[src/hw/rtl/p2p_pkg.sv]
`timescale 1ns / 1ps
// Shared types, constants and helpers for the point-to-plane RMS error block.
package p2p_pkg;

  localparam int MaxPairs   = 65536;
  localparam int CoordBits  = 32;
  localparam int CoordShift = 32 - CoordBits;
  localparam int CntW       = $clog2(MaxPairs + 1);
  localparam int DiffW      = 33;
  localparam int NormW      = 16;
  localparam int AccW       = 51;
  localparam int QDepth     = 2;
  localparam int QAw        = (QDepth > 1) ? $clog2(QDepth) : 1;
  localparam int QCntW      = $clog2(QDepth + 1);
  localparam int DivSteps   = 64;
  localparam int SqrtSteps  = 32;
  localparam int StepW      = $clog2(DivSteps);

  typedef struct packed {
    logic signed [31:0] src_x;
    logic signed [31:0] src_y;
    logic signed [31:0] src_z;
    logic signed [31:0] tgt_x;
    logic signed [31:0] tgt_y;
    logic signed [31:0] tgt_z;
    logic signed [15:0] norm_x;
    logic signed [15:0] norm_y;
    logic signed [15:0] norm_z;
    logic               is_last;
  } item_t;

  typedef struct packed {
    logic [31:0] rms_error;
    logic [16:0] pair_count;
    logic        saturated;
  } result_t;

  // One classified correspondence as it waits for the accumulator.
  typedef struct packed {
    logic signed [DiffW-1:0] d_x;
    logic signed [DiffW-1:0] d_y;
    logic signed [DiffW-1:0] d_z;
    logic signed [NormW-1:0] n_x;
    logic signed [NormW-1:0] n_y;
    logic signed [NormW-1:0] n_z;
    logic                    keep;
    logic                    last;
    logic [CntW-1:0]         count;
  } entry_t;

  typedef struct packed {
    logic full;
    logic empty;
  } q_stat_t;

  typedef struct packed {
    logic            start;
    logic [63:0]     sum;
    logic [CntW-1:0] count;
  } fin_req_t;

  typedef struct packed {
    logic        done;
    logic [31:0] root;
  } fin_rsp_t;

  typedef enum logic [2:0] {
    BK_IDLE,
    BK_MUL,
    BK_ROUND,
    BK_SQ,
    BK_ADD,
    BK_LAUNCH,
    BK_WAIT
  } back_state_t;

  typedef enum logic [1:0] {
    FIN_IDLE,
    FIN_DIV,
    FIN_SQRT
  } fin_state_t;

  // Keep the low CoordBits bits of a coordinate, sign-extended.
  function automatic logic signed [31:0] coord_ext(logic [31:0] v);
    logic signed [31:0] t;
    t = signed'(v << CoordShift);
    return t >>> CoordShift;
  endfunction

endpackage

[src/hw/rtl/p2p_front.sv]
`timescale 1ns / 1ps
// Front end: accepts correspondences, counts the set and forms coordinate differences.
module p2p_front (
  input  logic             clk,
  input  logic             rst,
  input  logic             start,
  input  p2p_pkg::item_t   item,
  input  p2p_pkg::q_stat_t q_stat,
  output logic             busy,
  output logic             push,
  output p2p_pkg::entry_t  entry
);
  import p2p_pkg::*;

  logic [CntW-1:0] count;
  logic            keep;

  function automatic logic signed [DiffW-1:0] diff(logic [31:0] s, logic [31:0] t);
    logic signed [31:0] a;
    logic signed [31:0] b;
    a = coord_ext(s);
    b = coord_ext(t);
    return DiffW'(a) - DiffW'(b);
  endfunction

  assign busy = q_stat.full;
  assign push = start && !q_stat.full;
  assign keep = (count < CntW'(MaxPairs));

  always_comb begin
    entry.d_x   = diff(item.src_x, item.tgt_x);
    entry.d_y   = diff(item.src_y, item.tgt_y);
    entry.d_z   = diff(item.src_z, item.tgt_z);
    entry.n_x   = item.norm_x;
    entry.n_y   = item.norm_y;
    entry.n_z   = item.norm_z;
    entry.keep  = keep;
    entry.last  = item.is_last;
    entry.count = keep ? count + 1'b1 : count;
  end

  // Count restarts after the word that closes a set.
  always_ff @(posedge clk) begin
    if (rst) begin
      count <= '0;
    end else if (push) begin
      if (item.is_last) count <= '0;
      else if (keep)    count <= count + 1'b1;
    end
  end

endmodule

[config.mk]
export PLATFORM = sky130hd
export DESIGN_NAME = p2p_front
export DESIGN_NICKNAME = d
export VERILOG_FILES = /design/src/hw/rtl/p2p_pkg.sv /design/src/hw/rtl/p2p_front.sv
export SDC_FILE = /design/constraint.sdc
export NUM_CORES = 1
export LEC_CHECK = 0
export ABC_CLOCK_PERIOD_IN_PS = 10150
export BUFFER_PORTS_ARGS = -buffer_cell sky130_fd_sc_hd__buf_2
export CELL_PAD_IN_SITES_DETAIL_PLACEMENT = 0
export CELL_PAD_IN_SITES_GLOBAL_PLACEMENT = 1
export CORE_AREA = 4 4 161 163
export CTS_CLUSTER_DIAMETER = 50
export DETAILED_ROUTE_END_ITERATION = 10
export DIE_AREA = 0 0 165 167
export PLACE_DENSITY = 0.81
export SKIP_CTS_REPAIR_TIMING = 1
export SLEW_MARGIN = 20
export SYNTH_ARGS = -nofsm -noshare
export SYNTH_HDL_FRONTEND = slang
export SYNTH_SLANG_ARGS = --single-unit
[constraint.sdc]
create_clock -name clk -period 10.15 [get_ports clk]
set_input_delay 2.03 -clock clk [delete_from_list [all_inputs] [get_ports clk]]
set_output_delay 2.03 -clock clk [all_outputs]
set_load 0.02 [all_outputs]
# Word level (Yosys, flattened, before mapping)
# Cells that the tools add are included.
[classes] n_addsub=4 n_lt_le_gt_ge=1 mux=2 n_reduce_logical=2
[op_table] cell="32-bit by 32-bit subtractor with 33-bit output" n=3
[op_table] cell="17-bit 2-to-1 mux" n=2
[op_table] cell="17-bit by 1-bit adder with 17-bit output, second input constant" n=1
[op_table] cell="17-bit < comparator, second input constant" n=1
[op_table] cell="1-bit logical AND" n=1
[op_table] cell="1-bit logical NOT" n=1
[totals] ff_bits=17 input_bits=246 output_inout_bits=168 elab_cells=10

# Depth between registers and ports, before layout
# Gate-level depths: netlist (run 1).
[logic_depth] ltp_word=3 depth_mapped=11 mapped_depth_nobuf=11

# Worst setup path after synthesis (run 1)
# OpenSTA, ideal clock, no wires.
[synth_path] kind="input-to-output" startpoint="in item[177] (netlist name)" endpoint="out entry[130] (netlist name)" arrival_time_ps=4370 required_time_ps=8120 path_slack_ps=3750 path_stages=10 path_buffers=0 cell_sequence="inv_1 -> ha_1 -> fa_1 -> nand2b_1 -> a21oi_1 -> o21ai_1 -> o211a_1 -> o31a_1 -> o311a_4 -> o311ai_2"
[synth_lines] element="from (decl)" line="p2p_front.sv:7" text="input p2p_pkg::item_t item,"
[synth_lines] element="to (decl)" line="p2p_front.sv:11" text="output p2p_pkg::entry_t entry"

==> results of run 1 <==
-- power by group through the flow --
stage          sequential (mW)  combinational [mW]  clock, mW
3_5_place_dp            0.0687               0.611          0
3_3_place_gp            0.0687               0.609          0
5_1_grt                 0.0673               0.670     0.0832
2_1_floorplan           0.0687               0.446          0
4_1_cts                 0.0673               0.613     0.0821
6_report                0.0673               0.610     0.0798
-- placed cells by master (no fill, tap or decap), drive strengths merged, types with 8 or more instances in the layout --
cell	instances
nor3	14
o211ai	8
inv	129
a21oi	99
o21bai	8
a22oi	12
buf	316
a21o	48
nor2b	14
xnor2	56
o21a	11
nand2	72
nand2b	12
dfxtp	17
ha	97
o21ai	72
a31oi	12
nand3	26
nand4	20
xor2	41
nor2	67
-- critical path, delay by kind of cell --
kind,cells,cell delay (ns)
fa+ha+maj,2,0.63
simple gates,1,0.18
mux,1,0.15
buf+inv,2,0.36
compound gates,6,1.42
-- per-layer routing --
| layer | routed length (um) | track usage | vias to the layer above |
|---|---|---|---|
| li1 | - | - | 3971 |
| met1 | 9290 | 0.184 | 3431 |
| met2 | 9980 | 0.243 | 275 |
| met3 | 1550 | 0.0208 | 23 |
| met4 | 303 | 0.0239 | 0 |
| met5 | 0 | 0 | - |
-- metrics by stage --
| stage | total power [mW] | util |
|---|---|---|
| finish | 0.757 | 0.344 |
| global route | 0.820 | 0.344 |
| CTS | 0.763 | 0.344 |
| detailed placement | 0.679 | 0.341 |
| global placement | 0.677 | 0.341 |
| floorplan | 0.515 | - |
-- kinds of logic after synthesis --
group	count (synthesis)	synth area share
AOI/OAI and AO/OA	326	0.310
and+or+nand+nor	254	0.178
buffers and inverters	216	0.148
adders and majority gates	100	0.186
xor gates and xnor gates	97	0.124
DFF	17	0.0498
muxes	2	0.00311
-- cell type report --
| cell class | count | area, um2 | area share |
|---|---|---|---|
| clock buffer | 4 | 78.8 | 0.00941 |
| sequential | 17 | 340 | 0.0406 |
| timing repair buffer | 316 | 1580 | 0.189 |
| tap | 324 | 405 | 0.0484 |
| antenna | 2 | 5.00 | 0.000597 |
| inverter | 129 | 484 | 0.0578 |
| multi-input combinational | 779 | 5480 | 0.654 |
-- final timing paths --
path | startpoint | to | slack (ns) | depth (start not counted)
setup / recovery | item[113] | entry[163] | 3.33 | 12
hold / removal | count[13] | count[13] | 0.52 | 2
setup reg to reg | count[16] | count[15] | 7.91 | 8
hold reg to reg | count[13] | count[13] | 0.52 | 2
==> impl_metrics.ini, run 1 <==
[run_status]
status = complete, no violations

[logic_synthesis]
ys.flop_type = dfxtp_1
synth_top_area_cell = ha_1
syn_inst = 1012
yosys-top-cells-count = inv_1, a21oi_1, ha_1, nand2_1, nor2_1
async_flop_share = 0
syn-num-nets = 1358
yosysSeqAreaShare = 0.0498
synth.avg_cell_area_um2 = 6.75
yosys_warnings = 0
synth_area_um2 = 6830
synth_top_area_share = 0.178
synthTopCellsByArea = ha_1, a21oi_1, xnor2_1, inv_1, buf_4
synth.most_common_cell = inv_1
ys_seq_elements = 17
synth_edf_count = 0
synth.distinct_cells = 69

[placement]
dp_cells = 1565
place.gp.congestion = 0.848
place_area_um2 = 8290
dpl.hpwl_um = 18400
pre_cts_slack_ns = 3.34
io_buffers = 316

[finish]
largest-register = count
drive_gt1_frac = 0.271
reg_top3 = count (17)
fillers = 2704
largest_register_ffs = 17
syn_to_final_growth_pct = 22.6
finalNetCount = 1592
final_area_um2 = 8380
final_cells = 1571

[route]
num_vias = 7700
vias_per_cell = 4.90
drt_iter0_drc = 426
detail_route.wirelength_um = 21100
first_pass_iters = 5
ant_nets = 0
routedWlPerCell_um = 13.4
drcViolationCount = 0

[clock_network]
cts_sinks = 17
clk_pin_slew_ns = 0.05
cts_buffer_depth = 2
root_buffer = clkbuf_16
clk_latency_ns = 0.25
h-tree-depth = 1
numCtsBuffers = 3
cts_tree = done

[run]
maxCapViolCount = 0

[floorplanning]
rows = 57
die_h_um = 167
core_area_um2 = 24300
initial_core_util = 0.281
die_x_um = 165
die_area_um2 = 27600
ios = 414

[timing]
fin_crit_sh = 0.671
whs_ns = 0.516
hold_viol_final = 0
slew_headroom = 0.319
slew_viol_final = 0
rsz0062_at_grt = no
max_freq_mhz = 147
layout_min_cycle_time_ns = 6.82
finalSetupViolCount = 0
worstMarginPinSlew_ns = 1.02
setup_tns_ns = 0
finClkSkew_ns = 0.00128
layout_setup_ws_ns = 3.33

[power_and_ir_drop]
switchingPower_uw = 400
clkPwrFrac = 0.105
p_per_area_nw_per_um2 = 90.4
swShare = 0.529
power.internal_uw = 357
combPwrFrac = 0.806
power_frac_seq = 0.089
p_leak_nw = 4.50
ir_drop_mv = 0.0715

[critical_path]
critical_path_required_ns = 8.12
worstSetupPathType = input port to output pin
cpMostUsedCell = buf_2
path_cells = buf_2, ha_1, fa_1, nand2b_1, a21oi_1, o21ai_1, o21ai_2, a41oi_1, o31a_1, mux2i_1, o311ai_1, buf_2
cp_max_fo = 4
cp_slowest_cell = o31a_1
critical-path-max-stage-delay_ns = 0.44
endpoint_kind = output pin
start_kind = input port
arrival_ns = 4.79

[global_routing]
grt.total_usage = 0.140
grt.overflow.total = 0
grt_pass1_wl_um = 33800
antenna_found_initial = 2
grt_max_degree = 18
grt_pass1_vias = 7280

[worst_hold_path]
hp-class = flip-flop to flip-flop
Power figures use the tool's default switching activity.
==> run 2, diff against run 1 <==
ABC_AREA = 1   (was not set)
ABC_CLOCK_PERIOD_IN_PS = 6430   (was 10150)
CORE_AREA = not set   (was 4 4 161 163)
CORE_MARGIN = 4   (was not set)
CORE_UTILIZATION = 30   (was not set)
DIE_AREA = not set   (was 0 0 165 167)
PLACE_DENSITY = 0.85   (was 0.81)
clock period = 6.43 ns   (was 10.15 ns; I/O delays follow)
==> run 2 against run 1 <==
Against the previous run:
- count of clock-buffer cells in the layout stayed put
- flip-flop and latch count unchanged
- first-iteration DRC count grew 15%
- routed wire length grew 41%
- critical path depth increased by 3
- final area is 30% higher
- core utilization rose by 2.1 points
- worst hold slack got worse by 0.028 ns
- clock skew hardly changed
- total power is 69% higher
- non-clock buffer count unchanged
- global-route usage up 2.8 points
- critical endpoint is now entry[128]
- largest power group unchanged
- highest routed layer unchanged
==> impl_metrics.ini, run 2 <==
[logic_synthesis]
synth_edf_count = 0
synthTopCellsByArea = nand2_1, inv_1, ha_1, nor2_1, nand3_1
yosys_warnings = 0
synth_area_um2 = 9170
synth.avg_cell_area_um2 = 4.84
syn-num-nets = 2238
synth.distinct_cells = 35
async_flop_share = 0
yosys-top-cells-count = nand2_1, inv_1, nor2_1, ha_1, nand3_1
synth_top_area_share = 0.334
synth_top_area_cell = nand2_1
synth.most_common_cell = nand2_1
ys_seq_elements = 17
ys.flop_type = dfxtp_1
syn_inst = 1892
yosysSeqAreaShare = 0.0371

[floorplanning]
die_h_um = 183
core_area_um2 = 29900
rows = 63
initial_core_util = 0.307
die_area_um2 = 33400
ios = 414
die_x_um = 183

[power_and_ir_drop]
power.internal_uw = 547
clkPwrFrac = 0.099
p_per_area_nw_per_um2 = 117
ir_drop_mv = 0.100
swShare = 0.573
p_leak_nw = 7.86
power_frac_seq = 0.083
combPwrFrac = 0.818
switchingPower_uw = 734

[placement]
dp_cells = 2541
io_buffers = 316
place.gp.congestion = 0.912
dpl.hpwl_um = 27000

[clock_network]
clk_latency_ns = 0.25
clk_pin_slew_ns = 0.05
cts_tree = done
cts_sinks = 17
cts_buffer_depth = 2
numCtsBuffers = 3
root_buffer = clkbuf_16
h-tree-depth = 1

[critical_path]
path_cells = buf_2, ha_1, fa_1, inv_1, nand2_1, nand2_1, nand3_1, nand2_1, nand2_1, nand2_1, nand2_1, nand2_1, nand2_1, nand2_1, buf_2
worstRegToRegCells = 8
arrival_ns = 3.22
ff2ff_setup_slack_ns = 4.88
cpMostUsedCell = nand2_1
cp_max_fo = 3
critical-path-max-stage-delay_ns = 0.41
cp-startpoint = item[81]
r2r_end = count[6]
start_kind = input port
critical_path_required_ns = 5.14
worstSetupPathType = input port to output pin
cp_slowest_cell = fa_1
endpoint_kind = output pin
r2r_start = count[0]

[global_routing]
grt.met3_usage = 0.0177
antenna_found_initial = 2
grt_max_degree = 18
grt_pass1_vias = 10500
met1_usage = 0.208
grt_pass1_wl_um = 47800
grt.total_usage = 0.168
grt.overflow.total = 0
grt.met2_usage = 0.307
grt_most_used_layer = met2

[finish]
largest-register = count
reg_top3 = count (17)
largest_register_ffs = 17
syn_to_final_growth_pct = 19.0
final_cell_mix = nand2_1, inv_1, buf_2, nor2_1, ha_1
drive_gt1_frac = 0.156
final_common_cell = nand2_1
final_cells = 2547
finalNetCount = 2502

[route]
detail_route.wirelength_um = 29800
ant_nets = 0
vias_per_cell = 4.35
drcViolationCount = 0
num_vias = 11100
first_pass_iters = 6
drt_iter0_drc = 491
routedWlPerCell_um = 11.7

[timing]
slew_viol_final = 0
max_freq_mhz = 222
rsz0062_at_grt = no
fin_crit_sh = 0.701
layout_min_cycle_time_ns = 4.51
setup_tns_ns = 0
hold_viol_final = 0
worstMarginPinSlew_ns = 0.420
finClkSkew_ns = 0.00166
finalSetupViolCount = 0
slew_headroom = 0.719

[worst_hold_path]
hp-class = flip-flop to flip-flop
hold_start = count[15]
min_to = count[15]
hold_depth = 2

[run]
maxCapViolCount = 0

[run_status]
status = complete, no violations
## run 2: cell count changes in the layout (fill, tap and decap cells not counted), moves of 14 or more
| cell | before | now |
|---|---|---|
| o21ai_0 | 58 | 0 |
| a21oi_1 | 98 | 77 |
| inv_1 | 129 | 497 |
| nand3_1 | 26 | 85 |
| nor2_1 | 67 | 131 |
| nor2b_1 | 14 | 0 |
| nand2_1 | 72 | 816 |
| xnor2_1 | 56 | 9 |
| a21o_1 | 48 | 3 |
## run 2: worst max path at each step
stage | to | slack (ns)
after detailed placement | entry[128] | 1.90
after CTS | entry[128] | 1.89
final | entry[128] | 1.92
after floorplan | entry[149] | 2.37
after global routing | entry[124] | 1.70
after global placement | entry[165] | 1.93
## run 2: cell type report
type / count / area (um2)
clock buffer: 4 / 78.8
inverter: 499 / 1880
multi-input combinational: 1319 / 6540
sequential: 17 / 340
tap: 390 / 488
fill: 3483 / 19000
antenna: 2 / 5.00
timing repair buffer: 316 / 1580
## run 2: power by group through the flow
stage | registers [mW] | logic, mW | clock network, mW
floorplan | 0.108 | 0.746 | 0
global route | 0.106 | 1.18 | 0.136
finish | 0.106 | 1.05 | 0.126
global placement | 0.109 | 1.05 | 0
detailed placement | 0.109 | 1.05 | 0
CTS | 0.106 | 1.06 | 0.130
## run 2: critical path: cells and delay by family
kind | cells | cell delay [ns]
fa+ha+maj | 2 | 0.62
buf+inv | 3 | 0.40
simple gates | 10 | 0.90
## run 2: cells by family after synthesis
| logic type | Yosys count | share of synthesized area |
|---|---|---|
| xor gates and xnor gates | 52 | 0.0513 |
| buffers and inverters | 556 | 0.250 |
| DFF | 17 | 0.0371 |
| and+or+nand+nor | 1078 | 0.472 |
| AOI/OAI and AO/OA | 89 | 0.0512 |
| adders and majority gates | 100 | 0.139 |
## run 2: routing by layer
metal,wire length [um],share of wire
met1,13200,0.44
met2,13900,0.47
met3,1760,0.059
met4,871,0.029
met5,0,0
## run 2: per-stage QoR
step | power, mW | hold slack (ns) | cell area (um2) | utilization | setup slack [ns]
after floorplan | 0.854 | 0.458 | 9170 | - | 2.37
after global placement | 1.16 | 0.470 | 10800 | 0.362 | 1.93
after detailed placement | 1.16 | 0.478 | 10800 | 0.362 | 1.90
after CTS | 1.30 | 0.486 | 10900 | 0.365 | 1.89
after global routing | 1.42 | 0.518 | 10900 | 0.365 | 1.70
final | 1.28 | 0.487 | 10900 | 0.365 | 1.92
==> run 3, diff against run 2 <==
ABC_CLOCK_PERIOD_IN_PS = 4200   (was 6430)
clock period = 4.2 ns   (was 6.43 ns; I/O delays follow)
==> run 3 against run 2 <==
Against the previous run:
- sequential power rose by 54%
- via count is essentially flat
- routed wire length grew 0.69%
- die area unchanged
- sequential share of layout area stayed put
- worst hold slack lost 0.0046 ns
- global-route usage increased by 0.18 points
==> impl_metrics.ini, run 3 (synthesis gave the netlist of run 2 again) <==
[run_status]
status = complete, no violations

[floorplanning]
ios = 414
die_h_um = 183
rows = 63
die_x_um = 183
initial_core_util = 0.307
core_area_um2 = 29900
die_area_um2 = 33400

[global_routing]
grt_most_used_layer = met2
met1_usage = 0.215
grt_pass1_wl_um = 48500
grt.met2_usage = 0.311
grt_pass1_vias = 10600
grt.total_usage = 0.169
grt.overflow.total = 0
grt_max_degree = 18
antenna_found_initial = 2
grt.met3_usage = 0.0159

[critical_path]
endpoint_kind = output pin
cp-startpoint = item[81]
cpMostUsedCell = nand2_1
critical_path_required_ns = 3.36
cp_max_fo = 3
worstRegToRegCells = 8
arrival_ns = 2.78
worstSetupPathType = input port to output pin
start_kind = input port
path_cells = buf_2, ha_1, fa_1, inv_1, nand2_1, nand2_1, nand3_1, nand2_1, nand2_1, nand2_1, nand2_1, nand2_1, nand2_1, nand2_1, buf_2
critical-path-max-stage-delay_ns = 0.43
cp_slowest_cell = fa_1
r2r_start = count[0]

[clock_network]
cts_buffer_depth = 2
h-tree-depth = 1
cts_tree = done
root_buffer = clkbuf_16
clk_latency_ns = 0.25
clk_pin_slew_ns = 0.05
numCtsBuffers = 3
cts_sinks = 17

[timing]
max_freq_mhz = 276
setup_tns_ns = 0
fin_crit_sh = 0.862
finClkSkew_ns = 0.000385
slew_headroom = 0.714
finalSetupViolCount = 0
worstMarginPinSlew_ns = 0.428
slew_viol_final = 0
rsz0062_at_grt = no
layout_min_cycle_time_ns = 3.62
hold_viol_final = 0

[finish]
syn_to_final_growth_pct = 19.0
largest-register = count
finalNetCount = 2502
final_cell_mix = nand2_1, inv_1, buf_2, nor2_1, ha_1
drive_gt1_frac = 0.156
largest_register_ffs = 17
final_common_cell = nand2_1
reg_top3 = count (17)
final_area_um2 = 10900

[worst_hold_path]
hold_depth = 2
hp-class = flip-flop to flip-flop
hold_start = count[15]

[route]
num_vias = 11100
detail_route.wirelength_um = 30000
first_pass_iters = 5
drcViolationCount = 0
vias_per_cell = 4.35
routedWlPerCell_um = 11.8
ant_nets = 0
drt_iter0_drc = 516

[run]
maxCapViolCount = 0

[placement]
place_area_um2 = 10800
place.gp.congestion = 0.938
io_buffers = 316
dpl.hpwl_um = 27100

[power_and_ir_drop]
ir_drop_mv = 0.168
p_per_area_nw_per_um2 = 180
p_leak_nw = 7.86
run 3: cell counts in the layout (fill, tap and decap cells not counted):
Identical to the previous run, type by type.
run 3: layer usage:
metal	up-vias	share of wire
li1	6007	-
met1	4700	0.44
met2	319	0.48
met3	58	0.057
met4	0	0.022
met5	-	0
run 3: final cells by class:
cell class                      count  area (um2)
Fill cell                        3496       19000
Multi-Input combinational cell   1319        6540
Inverter                          499        1880
Timing Repair Buffer              316        1580
Tap cell                          390         488
Sequential cell                    17         340
Clock buffer                        4        78.8
Antenna cell                        2        5.00
run 3: final timing paths:
check / to / slack, ns
hold reg to reg: count[15] / 0.48
setup reg to reg: count[6] / 2.66
setup / recovery: entry[128] / 0.58
hold / removal: count[15] / 0.48
run 3: stage by stage:
step	utilization	instances	setup slack [ns]	power (mW)	hold WS (ns)
6_report	0.365	2547	0.579	1.96	0.482
4_1_cts	0.365	2545	0.545	1.98	0.483
5_1_grt	0.365	2547	0.403	2.17	0.508
2_1_floorplan	-	1892	1.03	1.31	0.458
3_3_place_gp	0.362	2541	0.617	1.78	0.470
3_5_place_dp	0.362	2541	0.556	1.78	0.475
run 3: power breakdown:
part	switching [mW]	internal, mW
Sequential	0.000860	0.162
Clock	0.0636	0.129
Combinational	1.06	0.548
Total	1.13	0.839
run 3: worst max-delay path, delay by kind of cell:
family | cells | cell delay, ns
adders and majority gates | 2 | 0.65
and+or+nand+nor | 10 | 0.88
buffers and inverters | 3 | 0.40
